===== src/hw/rtl/tqv_pkg.sv =====
`default_nettype none

package tqv_pkg;

	// sizing limits of the block
	localparam int MAX_MAP_COLUMNS = 1024;
	localparam int MAX_MAP_ROWS    = 1024;
	localparam int MAX_TILE_PIXELS = 256;
	localparam int TILE_INDEX_BITS = 16;
	localparam int ATLAS_MAX_TILES = 1024;

	// field and register widths
	localparam int TILE_INDEX_W = 16;
	localparam int CORNER_W     = 2;
	localparam int SCREEN_W     = 19;
	localparam int TEXU_W       = 19;
	localparam int TEXV_W       = 25;
	localparam int TILE_REG_W   = 9;
	localparam int MAP_REG_W    = 11;

	// apb register map
	localparam int CFG_IDX_W  = 3;
	localparam int APB_ADDR_W = CFG_IDX_W + 2;
	localparam int APB_DATA_W = 32;

	typedef enum logic [CFG_IDX_W-1:0] {
		REG_TILE_WIDTH       = 3'd0,
		REG_TILE_HEIGHT      = 3'd1,
		REG_ATLAS_TILES_WIDE = 3'd2,
		REG_MAP_COLUMNS      = 3'd3,
		REG_MAP_ROWS         = 3'd4
	} reg_idx_t;

	// derived internal widths
	localparam int COL_W   = (MAX_MAP_COLUMNS > 1) ? $clog2(MAX_MAP_COLUMNS) : 1;
	localparam int ROW_W   = (MAX_MAP_ROWS > 1) ? $clog2(MAX_MAP_ROWS) : 1;
	localparam int COLS_W  = $clog2(MAX_MAP_COLUMNS + 1);
	localparam int ROWS_W  = $clog2(MAX_MAP_ROWS + 1);
	localparam int TPIX_W  = $clog2(MAX_TILE_PIXELS + 1);
	localparam int AW_W    = $clog2(ATLAS_MAX_TILES + 1);
	localparam int IDX_W   = (TILE_INDEX_BITS < TILE_INDEX_W) ? TILE_INDEX_BITS : TILE_INDEX_W;
	localparam int X_PROD_W = COL_W + TPIX_W;
	localparam int Y_PROD_W = ROW_W + TPIX_W;
	localparam int U_PROD_W = AW_W + TPIX_W;
	localparam int V_PROD_W = IDX_W + TPIX_W;

	// divider: quotient bits resolved per cycle
	localparam int DIV_BITS   = 8;
	localparam int DIV_CYCLES = (IDX_W + DIV_BITS - 1) / DIV_BITS;
	localparam int DIVD_W     = DIV_CYCLES * DIV_BITS;
	localparam int STEP_W     = (DIV_CYCLES > 1) ? $clog2(DIV_CYCLES) : 1;

	// queue between front and back
	localparam int QUEUE_DEPTH = 2;
	localparam int QPTR_W      = $clog2(QUEUE_DEPTH);
	localparam int QCNT_W      = $clog2(QUEUE_DEPTH + 1);

	typedef enum logic [CORNER_W-1:0] {
		CORNER_TL = 2'd0,
		CORNER_TR = 2'd1,
		CORNER_BR = 2'd2,
		CORNER_BL = 2'd3
	} corner_t;

	typedef enum logic [1:0] {
		DV_IDLE,
		DV_DIV,
		DV_SCALE,
		DV_HOLD
	} div_state_t;

	// effective configuration after clamping
	typedef struct packed {
		logic [TPIX_W-1:0] tw;
		logic [TPIX_W-1:0] th;
		logic [AW_W-1:0]   aw;
		logic [COLS_W-1:0] cols;
		logic [ROWS_W-1:0] rows;
	} cfg_t;

	// tile request classified by the front
	typedef struct packed {
		logic [IDX_W-1:0]    idx;
		logic [SCREEN_W-1:0] x0;
		logic [SCREEN_W-1:0] y0;
		logic                map_end;
	} tile_cmd_t;

	// fully resolved quad origin
	typedef struct packed {
		logic [SCREEN_W-1:0] x0;
		logic [SCREEN_W-1:0] y0;
		logic [TEXU_W-1:0]   u0;
		logic [TEXV_W-1:0]   v0;
		logic                map_end;
	} quad_t;

endpackage

`default_nettype wire


===== src/hw/rtl/tqv_tile_if.sv =====
`default_nettype none

interface tqv_tile_if import tqv_pkg::*; ();
	logic                    valid;
	logic                    ready;
	logic [TILE_INDEX_W-1:0] tile_index;

	modport source (output valid, output tile_index, input ready);
	modport sink (input valid, input tile_index, output ready);
endinterface

`default_nettype wire


===== src/hw/rtl/tqv_vertex_if.sv =====
`default_nettype none

interface tqv_vertex_if import tqv_pkg::*; ();
	logic                valid;
	logic                ready;
	logic [CORNER_W-1:0] corner;
	logic [SCREEN_W-1:0] screen_x;
	logic [SCREEN_W-1:0] screen_y;
	logic [TEXU_W-1:0]   texel_u;
	logic [TEXV_W-1:0]   texel_v;
	logic                quad_done;
	logic                map_done;

	modport source (output valid, output corner, output screen_x, output screen_y,
		output texel_u, output texel_v, output quad_done, output map_done, input ready);
	modport sink (input valid, input corner, input screen_x, input screen_y,
		input texel_u, input texel_v, input quad_done, input map_done, output ready);
endinterface

`default_nettype wire


===== src/hw/rtl/tqv_front.sv =====
`default_nettype none

module tqv_front import tqv_pkg::*; (
	input  logic       clk,
	input  logic       arst_n,
	tqv_tile_if.sink   tile_in,
	input  cfg_t       cfg,
	input  logic       q_full,
	output logic       push,
	output tile_cmd_t  cmd
);

	logic [COL_W-1:0] col_q;
	logic [ROW_W-1:0] row_q;
	logic             last_col;
	logic             last_row;

	// take a request whenever the queue has room
	assign tile_in.ready = !q_full;
	assign push          = tile_in.valid && !q_full;

	// end of row and end of map
	assign last_col = (COLS_W'(col_q) + COLS_W'(1)) >= cfg.cols;
	assign last_row = (ROWS_W'(row_q) + ROWS_W'(1)) >= cfg.rows;

	// screen origin of this cell
	always_comb begin
		cmd.idx     = tile_in.tile_index[IDX_W-1:0];
		cmd.x0      = SCREEN_W'(X_PROD_W'(col_q) * X_PROD_W'(cfg.tw));
		cmd.y0      = SCREEN_W'(Y_PROD_W'(row_q) * Y_PROD_W'(cfg.th));
		cmd.map_end = last_col && last_row;
	end

	// raster position
	always_ff @(posedge clk or negedge arst_n) begin
		if (!arst_n) begin
			col_q <= '0;
			row_q <= '0;
		end else if (push) begin
			if (last_col) begin
				col_q <= '0;
				row_q <= last_row ? '0 : ROW_W'(row_q + ROW_W'(1));
			end else begin
				col_q <= COL_W'(col_q + COL_W'(1));
			end
		end
	end

endmodule

`default_nettype wire


===== src/hw/rtl/tqv_queue.sv =====
`default_nettype none

module tqv_queue import tqv_pkg::*; (
	input  logic      clk,
	input  logic      arst_n,
	input  logic      push,
	input  tile_cmd_t push_data,
	input  logic      pop,
	output logic      full,
	output logic      valid,
	output tile_cmd_t head
);

	tile_cmd_t         mem_q [QUEUE_DEPTH];
	logic [QPTR_W-1:0] wr_ptr_q;
	logic [QPTR_W-1:0] rd_ptr_q;
	logic [QCNT_W-1:0] count_q;

	assign full  = count_q == QCNT_W'(QUEUE_DEPTH);
	assign valid = count_q != '0;
	assign head  = mem_q[rd_ptr_q];

	// storage
	always_ff @(posedge clk) begin
		if (push) begin
			mem_q[wr_ptr_q] <= push_data;
		end
	end

	// pointers and fill level
	always_ff @(posedge clk or negedge arst_n) begin
		if (!arst_n) begin
			wr_ptr_q <= '0;
			rd_ptr_q <= '0;
			count_q  <= '0;
		end else begin
			if (push) begin
				wr_ptr_q <= QPTR_W'(wr_ptr_q + QPTR_W'(1));
			end
			if (pop) begin
				rd_ptr_q <= QPTR_W'(rd_ptr_q + QPTR_W'(1));
			end
			case ({push, pop})
				2'b10:   count_q <= QCNT_W'(count_q + QCNT_W'(1));
				2'b01:   count_q <= QCNT_W'(count_q - QCNT_W'(1));
				default: count_q <= count_q;
			endcase
		end
	end

endmodule

`default_nettype wire


===== src/hw/rtl/tqv_atlas_div.sv =====
`default_nettype none

module tqv_atlas_div import tqv_pkg::*; (
	input  logic      clk,
	input  logic      arst_n,
	input  cfg_t      cfg,
	input  logic      cmd_valid,
	input  tile_cmd_t cmd,
	output logic      pop,
	output logic      quad_valid,
	output quad_t     quad,
	input  logic      take
);

	div_state_t        state_q;
	div_state_t        state_d;
	logic [STEP_W-1:0] step_q;
	logic [DIVD_W-1:0] dvd_q;
	logic [AW_W-1:0]   rem_q;
	logic [DIVD_W-1:0] dvd_d;
	logic [AW_W-1:0]   rem_d;
	logic              last_step;
	quad_t             quad_q;

	assign last_step = step_q == STEP_W'(DIV_CYCLES - 1);

	// next state
	always_comb begin
		state_d = state_q;
		case (state_q)
			DV_IDLE: begin
				if (cmd_valid) begin
					state_d = DV_DIV;
				end
			end
			DV_DIV: begin
				if (last_step) begin
					state_d = DV_SCALE;
				end
			end
			DV_SCALE: state_d = DV_HOLD;
			DV_HOLD: begin
				if (take) begin
					state_d = cmd_valid ? DV_DIV : DV_IDLE;
				end
			end
			default: state_d = DV_IDLE;
		endcase
	end

	// outputs
	always_comb begin
		pop        = 1'b0;
		quad_valid = 1'b0;
		case (state_q)
			DV_IDLE: pop = cmd_valid;
			DV_HOLD: begin
				quad_valid = 1'b1;
				pop        = take && cmd_valid;
			end
			default: begin
				pop        = 1'b0;
				quad_valid = 1'b0;
			end
		endcase
	end

	assign quad = quad_q;

	// restoring division, several quotient bits per cycle
	always_comb begin
		logic [AW_W:0]     trial;
		logic [AW_W-1:0]   r;
		logic [DIVD_W-1:0] d;
		r = rem_q;
		d = dvd_q;
		for (int i = 0; i < DIV_BITS; i++) begin
			trial = {r, d[DIVD_W-1]};
			d     = {d[DIVD_W-2:0], 1'b0};
			if (trial >= {1'b0, cfg.aw}) begin
				trial = trial - {1'b0, cfg.aw};
				d[0]  = 1'b1;
			end
			r = trial[AW_W-1:0];
		end
		rem_d = r;
		dvd_d = d;
	end

	always_ff @(posedge clk or negedge arst_n) begin
		if (!arst_n) begin
			state_q <= DV_IDLE;
			step_q  <= '0;
		end else begin
			state_q <= state_d;
			if (pop) begin
				step_q <= '0;
			end else if (state_q == DV_DIV) begin
				step_q <= STEP_W'(step_q + STEP_W'(1));
			end
		end
	end

	// payload: load, iterate, then scale by the tile size
	always_ff @(posedge clk) begin
		if (pop) begin
			dvd_q          <= DIVD_W'(cmd.idx);
			rem_q          <= '0;
			quad_q.x0      <= cmd.x0;
			quad_q.y0      <= cmd.y0;
			quad_q.map_end <= cmd.map_end;
		end else if (state_q == DV_DIV) begin
			dvd_q <= dvd_d;
			rem_q <= rem_d;
		end else if (state_q == DV_SCALE) begin
			quad_q.u0 <= TEXU_W'(U_PROD_W'(rem_q) * U_PROD_W'(cfg.tw));
			quad_q.v0 <= TEXV_W'(V_PROD_W'(dvd_q[IDX_W-1:0]) * V_PROD_W'(cfg.th));
		end
	end

endmodule

`default_nettype wire


===== src/hw/rtl/tqv_emit.sv =====
`default_nettype none

module tqv_emit import tqv_pkg::*; (
	input  logic         clk,
	input  logic         arst_n,
	input  cfg_t         cfg,
	input  logic         quad_valid,
	input  quad_t        quad,
	output logic         take,
	tqv_vertex_if.source vertex_out
);

	logic    busy_q;
	corner_t corner_q;
	quad_t   quad_q;
	logic    free;
	logic    right;
	logic    bottom;

	// a new quad enters once the last corner leaves
	assign free = !busy_q || (vertex_out.ready && corner_q == CORNER_BL);
	assign take = quad_valid && free;

	always_ff @(posedge clk or negedge arst_n) begin
		if (!arst_n) begin
			busy_q   <= 1'b0;
			corner_q <= CORNER_TL;
		end else if (take) begin
			busy_q   <= 1'b1;
			corner_q <= CORNER_TL;
		end else if (busy_q && vertex_out.ready) begin
			if (corner_q == CORNER_BL) begin
				busy_q <= 1'b0;
			end else begin
				corner_q <= corner_t'(corner_q + CORNER_W'(1));
			end
		end
	end

	always_ff @(posedge clk) begin
		if (take) begin
			quad_q <= quad;
		end
	end

	// corner offsets
	assign right  = corner_q == CORNER_TR || corner_q == CORNER_BR;
	assign bottom = corner_q == CORNER_BR || corner_q == CORNER_BL;

	always_comb begin
		vertex_out.valid     = busy_q;
		vertex_out.corner    = corner_q;
		vertex_out.screen_x  = quad_q.x0 + (right ? SCREEN_W'(cfg.tw) : SCREEN_W'(0));
		vertex_out.screen_y  = quad_q.y0 + (bottom ? SCREEN_W'(cfg.th) : SCREEN_W'(0));
		vertex_out.texel_u   = quad_q.u0 + (right ? TEXU_W'(cfg.tw) : TEXU_W'(0));
		vertex_out.texel_v   = quad_q.v0 + (bottom ? TEXV_W'(cfg.th) : TEXV_W'(0));
		vertex_out.quad_done = corner_q == CORNER_BL;
		vertex_out.map_done  = corner_q == CORNER_BL && quad_q.map_end;
	end

endmodule

`default_nettype wire


===== src/hw/rtl/tilemap_quad_vertex_generator.sv =====
`default_nettype none

// channel      dir  payload                                        per request
// tile_in      in   tile_index                                     one map cell
// vertex_out   out  corner, screen_x/y, texel_u/v, quad/map_done   one quad vertex
// apb          in   tile size, atlas width, map size               one register
//
// the atlas divider resolves 8 quotient bits a cycle in DV_DIV, then scales in
// DV_SCALE and holds in DV_HOLD until handoff; four vertices follow while the
// next queued tile divides. vertex_out goes valid once the emitter takes the quad.
// reset zeroes the column and row counters and loads the default configuration.
// a 2-entry queue lets the front keep taking tiles while vertex_out stalls.

module tilemap_quad_vertex_generator import tqv_pkg::*; (
	input  logic                  clk,
	input  logic                  arst_n,
	input  logic                  psel,
	input  logic                  penable,
	input  logic                  pwrite,
	input  logic [APB_ADDR_W-1:0] paddr,
	input  logic [APB_DATA_W-1:0] pwdata,
	output logic [APB_DATA_W-1:0] prdata,
	output logic                  pready,
	tqv_tile_if.sink              tile_in,
	tqv_vertex_if.source          vertex_out
);

	logic [TILE_REG_W-1:0] tile_width_q;
	logic [TILE_REG_W-1:0] tile_height_q;
	logic [MAP_REG_W-1:0]  atlas_tiles_wide_q;
	logic [MAP_REG_W-1:0]  map_columns_q;
	logic [MAP_REG_W-1:0]  map_rows_q;
	reg_idx_t              reg_idx;
	logic                  cfg_write;
	cfg_t                  cfg;

	tile_cmd_t push_cmd;
	tile_cmd_t head_cmd;
	logic      push;
	logic      pop;
	logic      q_full;
	logic      q_valid;
	quad_t     quad;
	logic      quad_valid;
	logic      take;

	// register access
	assign pready    = 1'b1;
	assign reg_idx   = reg_idx_t'(paddr[APB_ADDR_W-1:2]);
	assign cfg_write = psel && penable && pwrite;

	always_ff @(posedge clk or negedge arst_n) begin
		if (!arst_n) begin
			tile_width_q       <= TILE_REG_W'(16);
			tile_height_q      <= TILE_REG_W'(16);
			atlas_tiles_wide_q <= MAP_REG_W'(16);
			map_columns_q      <= MAP_REG_W'(32);
			map_rows_q         <= MAP_REG_W'(32);
		end else if (cfg_write) begin
			case (reg_idx)
				REG_TILE_WIDTH:       tile_width_q       <= pwdata[TILE_REG_W-1:0];
				REG_TILE_HEIGHT:      tile_height_q      <= pwdata[TILE_REG_W-1:0];
				REG_ATLAS_TILES_WIDE: atlas_tiles_wide_q <= pwdata[MAP_REG_W-1:0];
				REG_MAP_COLUMNS:      map_columns_q      <= pwdata[MAP_REG_W-1:0];
				REG_MAP_ROWS:         map_rows_q         <= pwdata[MAP_REG_W-1:0];
				default: ;
			endcase
		end
	end

	always_comb begin
		case (reg_idx)
			REG_TILE_WIDTH:       prdata = APB_DATA_W'(tile_width_q);
			REG_TILE_HEIGHT:      prdata = APB_DATA_W'(tile_height_q);
			REG_ATLAS_TILES_WIDE: prdata = APB_DATA_W'(atlas_tiles_wide_q);
			REG_MAP_COLUMNS:      prdata = APB_DATA_W'(map_columns_q);
			REG_MAP_ROWS:         prdata = APB_DATA_W'(map_rows_q);
			default:              prdata = '0;
		endcase
	end

	// clamp to the supported ranges
	always_comb begin
		cfg.tw = (tile_width_q > MAX_TILE_PIXELS) ? TPIX_W'(MAX_TILE_PIXELS)
			: TPIX_W'(tile_width_q);
		cfg.th = (tile_height_q > MAX_TILE_PIXELS) ? TPIX_W'(MAX_TILE_PIXELS)
			: TPIX_W'(tile_height_q);
		if (atlas_tiles_wide_q == '0) begin
			cfg.aw = AW_W'(1);
		end else if (atlas_tiles_wide_q > ATLAS_MAX_TILES) begin
			cfg.aw = AW_W'(ATLAS_MAX_TILES);
		end else begin
			cfg.aw = AW_W'(atlas_tiles_wide_q);
		end
		if (map_columns_q == '0) begin
			cfg.cols = COLS_W'(1);
		end else if (map_columns_q > MAX_MAP_COLUMNS) begin
			cfg.cols = COLS_W'(MAX_MAP_COLUMNS);
		end else begin
			cfg.cols = COLS_W'(map_columns_q);
		end
		if (map_rows_q == '0) begin
			cfg.rows = ROWS_W'(1);
		end else if (map_rows_q > MAX_MAP_ROWS) begin
			cfg.rows = ROWS_W'(MAX_MAP_ROWS);
		end else begin
			cfg.rows = ROWS_W'(map_rows_q);
		end
	end

	// front: raster position and screen origin
	tqv_front u_front (
		.clk    (clk),
		.arst_n (arst_n),
		.tile_in(tile_in),
		.cfg    (cfg),
		.q_full (q_full),
		.push   (push),
		.cmd    (push_cmd)
	);

	tqv_queue u_queue (
		.clk      (clk),
		.arst_n   (arst_n),
		.push     (push),
		.push_data(push_cmd),
		.pop      (pop),
		.full     (q_full),
		.valid    (q_valid),
		.head     (head_cmd)
	);

	// back: atlas coordinates, then vertex output
	tqv_atlas_div u_div (
		.clk       (clk),
		.arst_n    (arst_n),
		.cfg       (cfg),
		.cmd_valid (q_valid),
		.cmd       (head_cmd),
		.pop       (pop),
		.quad_valid(quad_valid),
		.quad      (quad),
		.take      (take)
	);

	tqv_emit u_emit (
		.clk       (clk),
		.arst_n    (arst_n),
		.cfg       (cfg),
		.quad_valid(quad_valid),
		.quad      (quad),
		.take      (take),
		.vertex_out(vertex_out)
	);

	// checks
	a_no_push_when_full: assert property (@(posedge clk) disable iff (!arst_n)
		push |-> !q_full)
		else $error("tile queue written while full");

	a_corner_order: assert property (@(posedge clk) disable iff (!arst_n)
		(vertex_out.valid && vertex_out.ready && vertex_out.corner != CORNER_BL)
		|=> (vertex_out.valid
			&& vertex_out.corner == CORNER_W'($past(vertex_out.corner) + CORNER_W'(1))))
		else $error("quad corners out of order");

	a_quad_held: assert property (@(posedge clk) disable iff (!arst_n)
		(quad_valid && !take) |=> (quad_valid && $stable(quad)))
		else $error("atlas result changed before handoff");

endmodule

`default_nettype wire

===== src/flat_wrapper.sv =====
// flat-port wrapper written by rule: the top's interface ports become plain ports
module tilemap_quad_vertex_generator_flat import tqv_pkg::*;
  (clk, arst_n, psel, penable, pwrite, paddr, pwdata, prdata, pready, tile_in_valid, tile_in_tile_index, tile_in_ready, vertex_out_valid, vertex_out_corner, vertex_out_screen_x, vertex_out_screen_y, vertex_out_texel_u, vertex_out_texel_v, vertex_out_quad_done, vertex_out_map_done, vertex_out_ready);
  tqv_tile_if tile_in_i ();
  tqv_vertex_if vertex_out_i ();
  input  logic clk;
  input  logic arst_n;
  input  logic psel;
  input  logic penable;
  input  logic pwrite;
  input  logic [APB_ADDR_W-1:0] paddr;
  input  logic [APB_DATA_W-1:0] pwdata;
  output logic [APB_DATA_W-1:0] prdata;
  output logic pready;
  input wire logic [$bits(tile_in_i.valid)-1:0] tile_in_valid;
  input wire logic [$bits(tile_in_i.tile_index)-1:0] tile_in_tile_index;
  output wire logic [$bits(tile_in_i.ready)-1:0] tile_in_ready;
  output wire logic [$bits(vertex_out_i.valid)-1:0] vertex_out_valid;
  output wire logic [$bits(vertex_out_i.corner)-1:0] vertex_out_corner;
  output wire logic [$bits(vertex_out_i.screen_x)-1:0] vertex_out_screen_x;
  output wire logic [$bits(vertex_out_i.screen_y)-1:0] vertex_out_screen_y;
  output wire logic [$bits(vertex_out_i.texel_u)-1:0] vertex_out_texel_u;
  output wire logic [$bits(vertex_out_i.texel_v)-1:0] vertex_out_texel_v;
  output wire logic [$bits(vertex_out_i.quad_done)-1:0] vertex_out_quad_done;
  output wire logic [$bits(vertex_out_i.map_done)-1:0] vertex_out_map_done;
  input wire logic [$bits(vertex_out_i.ready)-1:0] vertex_out_ready;
  assign tile_in_i.valid = tile_in_valid;
  assign tile_in_i.tile_index = tile_in_tile_index;
  assign tile_in_ready = tile_in_i.ready;
  assign vertex_out_valid = vertex_out_i.valid;
  assign vertex_out_corner = vertex_out_i.corner;
  assign vertex_out_screen_x = vertex_out_i.screen_x;
  assign vertex_out_screen_y = vertex_out_i.screen_y;
  assign vertex_out_texel_u = vertex_out_i.texel_u;
  assign vertex_out_texel_v = vertex_out_i.texel_v;
  assign vertex_out_quad_done = vertex_out_i.quad_done;
  assign vertex_out_map_done = vertex_out_i.map_done;
  assign vertex_out_i.ready = vertex_out_ready;
  tilemap_quad_vertex_generator u_core (.clk(clk), .arst_n(arst_n), .psel(psel), .penable(penable), .pwrite(pwrite), .paddr(paddr), .pwdata(pwdata), .prdata(prdata), .pready(pready), .tile_in(tile_in_i), .vertex_out(vertex_out_i));
endmodule

===== config.mk =====
export PLATFORM = sky130hd
export DESIGN_NAME = tilemap_quad_vertex_generator_flat
export DESIGN_NICKNAME = d
export VERILOG_FILES = /design/src/hw/rtl/tqv_pkg.sv /design/src/hw/rtl/tqv_tile_if.sv /design/src/hw/rtl/tqv_vertex_if.sv /design/src/hw/rtl/tqv_front.sv /design/src/hw/rtl/tqv_queue.sv /design/src/hw/rtl/tqv_atlas_div.sv /design/src/hw/rtl/tqv_emit.sv /design/src/hw/rtl/tilemap_quad_vertex_generator.sv /design/src/flat_wrapper.sv
export SDC_FILE = /design/constraint.sdc
export NUM_CORES = 2
export LEC_CHECK = 0
export BUFFER_PORTS_ARGS = -buffer_cell sky130_fd_sc_hd__buf_2
export CAP_MARGIN = 5
export CORE_UTILIZATION = 60
export CTS_CLUSTER_DIAMETER = 100
export DETAILED_ROUTE_END_ITERATION = 10
export PLACE_DENSITY_LB_ADDON = 0.1
export SYNTH_ARGS = -nofsm -noshare
export SYNTH_HDL_FRONTEND = slang
export SYNTH_SLANG_ARGS = --single-unit

===== constraint.sdc =====
create_clock -name clk -period 28.8 [get_ports clk]
set_clock_uncertainty 0.05 [all_clocks]
set_input_delay 1.44 -clock clk [delete_from_list [all_inputs] [get_ports clk]]
set_output_delay 1.44 -clock clk [all_outputs]
set_load 0.02 [all_outputs]

# Yosys cells after proc, flatten, opt, wreduce, memory -nomap -nowiden
# Memory sizes are Yosys's and may differ from the RTL's.
# Index checks and enable logic that the tools add are counted.
totals:
  register_bits: 274
  ramBits: 110
  output_inout_bits: 121
  wordCells: 171
  memories: 1
classes:
  add_sub_neg: 22
  mul: 4
  n_lt_le_gt_ge: 15
  n_eq_ne: 17
  mux: 50
  bitwise: 2
  reduce_logical: 34
memory_table:
  columns: ["memory", "depth", "word_bits", "rd", "rd_ports_with_merged_regs", "wr", "line", "rtl"]
  rows:
  - ["u_core.u_queue.mem_q", 2, 55, 1, 0, 1, "tqv_queue.sv:14", "tile_cmd_t mem_q [QUEUE_DEPTH];"]
ops:
  columns: ["operator", "count"]
  rows:
  - ["11-bit two-way mux", 14]
  - ["12-bit by 11-bit greater-or-equal comparator with 1-bit output", 8]
  - ["11-bit subtractor", 8]
  - ["11-bit case mux with 5 select lines", 1]
  - ["9-bit two-way mux", 5]
  - ["19-bit by 9-bit adder with 19-bit output", 2]
  - ["10-bit by 9-bit multiplier with 19-bit output", 2]
  - ["11-bit greater-than comparator, second input constant", 3]
  - ["11-bit zero test", 3]
  - ["16-bit two-way mux", 2]
  - ["25-bit by 9-bit adder with 25-bit output", 1]
  - ["16-bit by 9-bit multiplier with 25-bit output", 1]
  - ["10-bit by 1-bit adder with 11-bit output, second input constant", 2]
  - ["11-bit greater-or-equal comparator", 2]
  - ["10-bit by 1-bit adder with 10-bit output, second input constant", 2]
  - ["10-bit two-way mux", 2]
  - ["19-bit adder", 1]
  - ["11-bit by 9-bit multiplier with 19-bit output", 1]
  - ["9-bit greater-than comparator, second input constant", 2]
  - ["1-bit two-way mux", 17]
  - ["2-bit AND reduction", 8]
  - ["2-bit == test, second input constant", 6]
  - ["2-bit two-way mux", 6]
  - ["2-bit nonzero test", 5]
  - ["other kinds (19)", 40]

# Longest topological paths before layout
depth:
  ltp_word: 21
  ltp_mapped: 98

# By module
# A second synthesis with hierarchy kept.
unflattened:
  cells_unflattened: 3641
  hier_area_um2: 36656.4
modules_own_cells:
  columns: ["module", "n_inst", "cells_each", "area_per_inst_um2"]
  rows:
  - ["tqv_atlas_div", 1, 1743, 16047.9]
  - ["tqv_front", 1, 888, 7469.7]
  - ["tqv_emit", 1, 551, 5821.8]
  - ["tqv_queue", 1, 187, 4320.4]
  - ["tilemap_quad_vertex_generator", 1, 272, 2996.6]

# Worst setup path before layout
# OpenSTA, ideal clock, no wires.
synth_timing:
  path_type: "reg-to-reg"
  from: "register u_core.atlas_tiles_wide_q[10]"
  to: "register u_core.u_div.dvd_q[0] (data pin)"
  setup_ns: 0.270
  t_arrival_ns: 20.005
  required_time_ns: 28.480
  setup_slack_ns: 8.475
  stages_incl_launch_ff: 93
  cell_sequence: "dfrtp_1 inv_1 clkbuf_1 nand2_1 inv_1 fa_1 nand2b_1 a211o_1 a21oi_1 nor2_2 o31ai_4 inv_2 ha_1 nand4_1 o31a_1 nor3b_1 a31o_2 o21ai_2 (+57 left out) a221oi_2 or3_1 buf_6 mux2_2 ha_1 o21ai_0 a21boi_0 o21ai_0 a21boi_0 o21ai_0 nand2b_1 a21o_1 a31oi_1 or4b_1 or3_1 buf_2 nand2_2 a21oi_1"
synth_via:
  elab_chain_len: 21
  elab_cells_between_ends: 29
  cone_classes: "add/sub: 7; order compare: 9; mux: 12; reduce/logical: 1"
synth_lines:
  columns: ["element", "line", "rtl"]
  rows:
  - ["from (decl)", "tilemap_quad_vertex_generator.sv:30", "logic [MAP_REG_W-1:0] atlas_tiles_wide_q;"]
  - ["from (signal assigned)", "tilemap_quad_vertex_generator.sv:63", "REG_ATLAS_TILES_WIDE: atlas_tiles_wide_q <= pwdata[MAP_REG_W-1:0];"]
  - ["11-bit greater-than comparator", "tilemap_quad_vertex_generator.sv:90", "end else if (atlas_tiles_wide_q > ATLAS_MAX_TILES) begin"]
  - ["11-bit two-way mux", "tilemap_quad_vertex_generator.sv:90", null]
  - ["11-bit two-way mux *", "tilemap_quad_vertex_generator.sv:88", "if (atlas_tiles_wide_q == '0) begin"]
  - ["11-bit subtractor or 12-bit by 11-bit greater-or-equal comparator with 1-bit output (tied branches)", "tqv_atlas_div.sv:81, tqv_atlas_div.sv:80", null]
  - ["11-bit two-way mux", "tqv_atlas_div.sv:80", "if (trial >= {1'b0, cfg.aw}) begin"]
  - ["11-bit subtractor or 12-bit by 11-bit greater-or-equal comparator with 1-bit output (tied branches)", "tqv_atlas_div.sv:81, tqv_atlas_div.sv:80", null]
  - ["11-bit two-way mux", "tqv_atlas_div.sv:80", null]
  - ["11-bit subtractor or 12-bit by 11-bit greater-or-equal comparator with 1-bit output (tied branches)", "tqv_atlas_div.sv:81, tqv_atlas_div.sv:80", null]
  - ["(+5 left out)", null, null]
  - ["11-bit subtractor or 12-bit by 11-bit greater-or-equal comparator with 1-bit output (tied branches)", "tqv_atlas_div.sv:81, tqv_atlas_div.sv:80", null]
  - ["11-bit two-way mux", "tqv_atlas_div.sv:80", null]
  - ["11-bit subtractor or 12-bit by 11-bit greater-or-equal comparator with 1-bit output (tied branches)", "tqv_atlas_div.sv:81, tqv_atlas_div.sv:80", null]
  - ["11-bit two-way mux", "tqv_atlas_div.sv:80", null]
  - ["12-bit by 11-bit greater-or-equal comparator with 1-bit output *", "tqv_atlas_div.sv:80", null]
  - ["1-bit two-way mux *", "tqv_atlas_div.sv:80", null]
  - ["16-bit two-way mux *", "tqv_atlas_div.sv:112", "end else if (state_q == DV_DIV) begin"]
  - ["16-bit two-way mux *", "tqv_atlas_div.sv:106", "if (pop) begin"]
  - ["to (signal assigned)", "tqv_atlas_div.sv:107", "dvd_q <= DIVD_W'(cmd.idx);"]
  - ["to (signal assigned)", "tqv_atlas_div.sv:113", "dvd_q <= dvd_d;"]
  - ["to (decl)", "tqv_atlas_div.sv:18", "logic [DIVD_W-1:0] dvd_q;"]
# Mark *: on every way between the ends. The rest lies on a longest branch, timed or not. The select of a mux whose other input is x is not followed.
# A chain may end at the register's enable or synchronous reset.

# Worst setup path after layout
# Same ends and word-level chain as after synthesis.

==> flow_summary_export.csv <==
group,metric,value,unit
clock_network,clk_pin_slew,0.06,ns
critical_path,critPathMaxStageDelay,0.89,ns
grt,grt_max_degree,84,
yosys,yosys_warnings,0,
detailed_routing,num_vias,25789,
clock_network,ctsHoldBuffers,0,
placement,place_congestion,0.919,
die,initial_core_util,0.610,
grt,first_global_vias,26211,
critical_path,crit_fanout,27,
worst_hold_path,worstHoldStart,"u_core.u_div.quad[7]",
critical_path,critPathKind,"register to register",
clock_network,post_cts_buffers,0,
grt,grt_first_pass_wirelength,136000,um
critical_path,cp.required,29.06,ns
yosys,async_reset_ff_frac,0.211,
layout,final_area,0.0381,mm^2
grt,grt_usage,0.287,
die,die_area,0.0598,mm^2
critical_path,critPathArrivalTime,25.65,ns
detailed_routing,routed_via_density,5.79,
critical_path,crit_top_cell,"o21ai_0",
detailed_routing,drtAntennaViolNets,0,
grt,overflow,0,
worst_hold_path,holdPathEnd,"u_core.u_emit.quad_q[7]",
timing,worst_slack,3.41,ns
layout,area_growth,7.88,%
placement,placed_area,0.0366,mm^2
detailed_routing,dr.pass1.iters,5,
placement,port_buffers,135,
timing,max_freq,39.4,MHz
die,core_area,0.0579,mm^2
detailed_routing,drt_wl_total,84000,um
detailed_routing,wl_met2,38700,um
outcome,status,"completed",
critical_path,endpoint_kind,"register",
timing,rsz0062_at_grt,"false",
critical_path,reg2reg_slack,3.41,ns
yosys,synth_cell_types,98,
die,die_y,245,um
timing,tightest_slew,1.21,ns
clock_network,clkSinkCount,384,
detailed_routing,drc,0,
clock_network,cts_tree,"done",
critical_path,startpoint_type,"register",
timing,fin_crit_sh,0.882,
yosys,syn-instance-count,3592,
clock_network,h-tree-depth,2,
clock_network,cts_buffers,41,
detailed_routing,wl_met1,36800,um
detailed_routing,met3WireLength,5800,um
timing,slew_headroom,0.185,
die,die_w,245,um
die,num_rows,88,
critical_path,reg2reg_to,"u_core.u_div.dvd_q[0]",
yosys,ys_ff_latch,384,
die,io_pins,181,
flow_run,maxCapViolations,0,
timing,setup_viol,0,
detailed_routing,drt_iter0_markers,1682,
critical_path,slowest_stage,"nor2_2",
clock_network,cts_root_buf,"clkbuf_16",
yosys,synth-edff-count,292,
detailed_routing,post_drt_wl_per_cell,18.8,um
yosys,synthTopCellsByArea,"edfxtp_1, fa_1, ha_1, dfrtp_1, inv_1",
detailed_routing,highest_layer,"met5",
critical_path,worstReg2RegStart,"u_core.atlas_tiles_wide_q[10]",
yosys,syn_area,0.0353,mm^2
grt,antenna_found_initial,7,
clock_network,clock_path_buffers,3,
placement,dp_slack,3.83,ns
worst_hold_path,whs_path_depth,0,
yosys,syn_area_per_cell,9.83,um^2
yosys,yosysSeqAreaShare,0.312,
worst_hold_path,worstHoldPathType,"register to register",
timing,hold_viol,0,
yosys,yosys.area.top_type,"edfxtp_1",
clock_network,cts_resized,0,
timing,hold_ws,0.362,ns
timing,fin_setup_tns,0,ns
layout,num-nets-final,4325,
clock_network,clock_latency,0.59,ns
critical_path,rr_worst_depth,84,
yosys,synth_ff_type,"edfxtp_1",
placement,dp_hpwl,64300,um
layout,drive_gt1_frac,0.110,
yosys,synth_top_area_frac,0.248,
timing,finalMaxSlewViolations,0,
timing,layout_min_cycle_time,25.39,ns
-- worst max-delay path: cells and delay by family (launching register included) --
family	cells	cell delay, ns
buf+inv	8	1.64
fa+ha+maj	8	3.26
simple gates	22	6.48
compound gates	44	12.34
mux	2	0.86
flops	1	0.39
-- synthesized netlist by cell type (28+ instances only) --
master,n
nand3_1,61
inv_1,505
a21o_1,49
nand4_1,28
nor2b_1,68
nor2_1,165
xor2_1,38
a21oi_1,109
edfxtp_1,292
mux2_2,112
dfrtp_1,76
o21a_1,28
a21boi_0,33
xnor2_1,148
nand2_1,464
clkbuf_1,116
fa_1,288
and2_1,143
ha_1,317
mux2i_1,37
o21ai_0,131
-- worst max-delay path by stage --
stage	from	to	slack, ns	depth (start not counted)
floorplan	u_core.atlas_tiles_wide_q[10]	u_core.u_div.dvd_q[0]	8.47	92
global placement	u_core.atlas_tiles_wide_q[10]	u_core.u_div.dvd_q[0]	4.21	84
detailed placement	u_core.atlas_tiles_wide_q[10]	u_core.u_div.dvd_q[0]	3.83	84
CTS	u_core.atlas_tiles_wide_q[10]	u_core.u_div.dvd_q[0]	3.69	84
global route	u_core.atlas_tiles_wide_q[10]	u_core.u_div.dvd_q[0]	1.46	84
finish	u_core.atlas_tiles_wide_q[10]	u_core.u_div.dvd_q[0]	3.41	84
-- routing by layer --
metal | up-vias | GRT usage
li1 | 12111 | -
met4 | 4 | 0.0866
met1 | 12689 | 0.392
met3 | 159 | 0.0474
met5 | - | 0
met2 | 826 | 0.470
-- flip-flops by register name, summed over array words and instances, names as in the netlist, 10 cells and up --
signal,cells
u_core.atlas_tiles_wide_q,11
u_core.map_columns_q,11
u_core.map_rows_q,11
u_core.u_div.dvd_q,16
u_core.u_div.quad,83
u_core.u_div.rem_q,11
u_core.u_emit.quad_q,83
u_core.u_front.col_q,10
u_core.u_front.row_q,10
u_core.u_queue.mem_q,110
-- per-stage QoR --
| step | cells | util |
|---|---|---|
| final | 4457 | 0.658 |
| after global routing | 4455 | 0.657 |
| after CTS | 4455 | 0.657 |
| after detailed placement | 4382 | 0.632 |
| after global placement | 4382 | 0.632 |
| after floorplan | 3612 | - |
-- cell usage in the layout (no fill, tap or decap), types with 31 or more instances in the layout --
master / count
a21boi_0: 33
xnor2_1: 148
nand2_1: 464
nor2_1: 163
mux2_2: 112
o21ai_0: 131
edfxtp_1: 292
ha_1: 316
clkbuf_16: 42
and2_1: 143
buf_4: 31
nand3_1: 61
dfrtp_1: 75
nor2b_1: 56
a21o_1: 49
mux2i_1: 37
xor2_1: 38
buf_2: 134
fa_1: 288
inv_1: 504
a21oi_1: 109
-- final cells by class --
type / count / area [um^2]
Clock buffer: 46 / 1070
Multi-Input combinational cell: 2561 / 21800
Sequential cell: 384 / 11000
Fill cell: 4672 / 19800
Timing Repair Buffer: 165 / 903
Tap cell: 765 / 957
Inverter: 507 / 1900
Antenna cell: 2 / 5.00
Clock inverter: 27 / 422
-- cell families after synthesis --
| kind of cell | share of synthesized area |
|---|---|
| mux | 0.0469 |
| compound gates | 0.102 |
| simple gates | 0.143 |
| flops | 0.312 |
| other cells | 0.000213 |
| xor+xnor | 0.0461 |
| buf+inv | 0.0741 |
| fa+ha+maj | 0.276 |
Power is left out: the tool's default activity adds up to more than one toggle a clock period on the data nets, which glitch-free logic cannot reach.
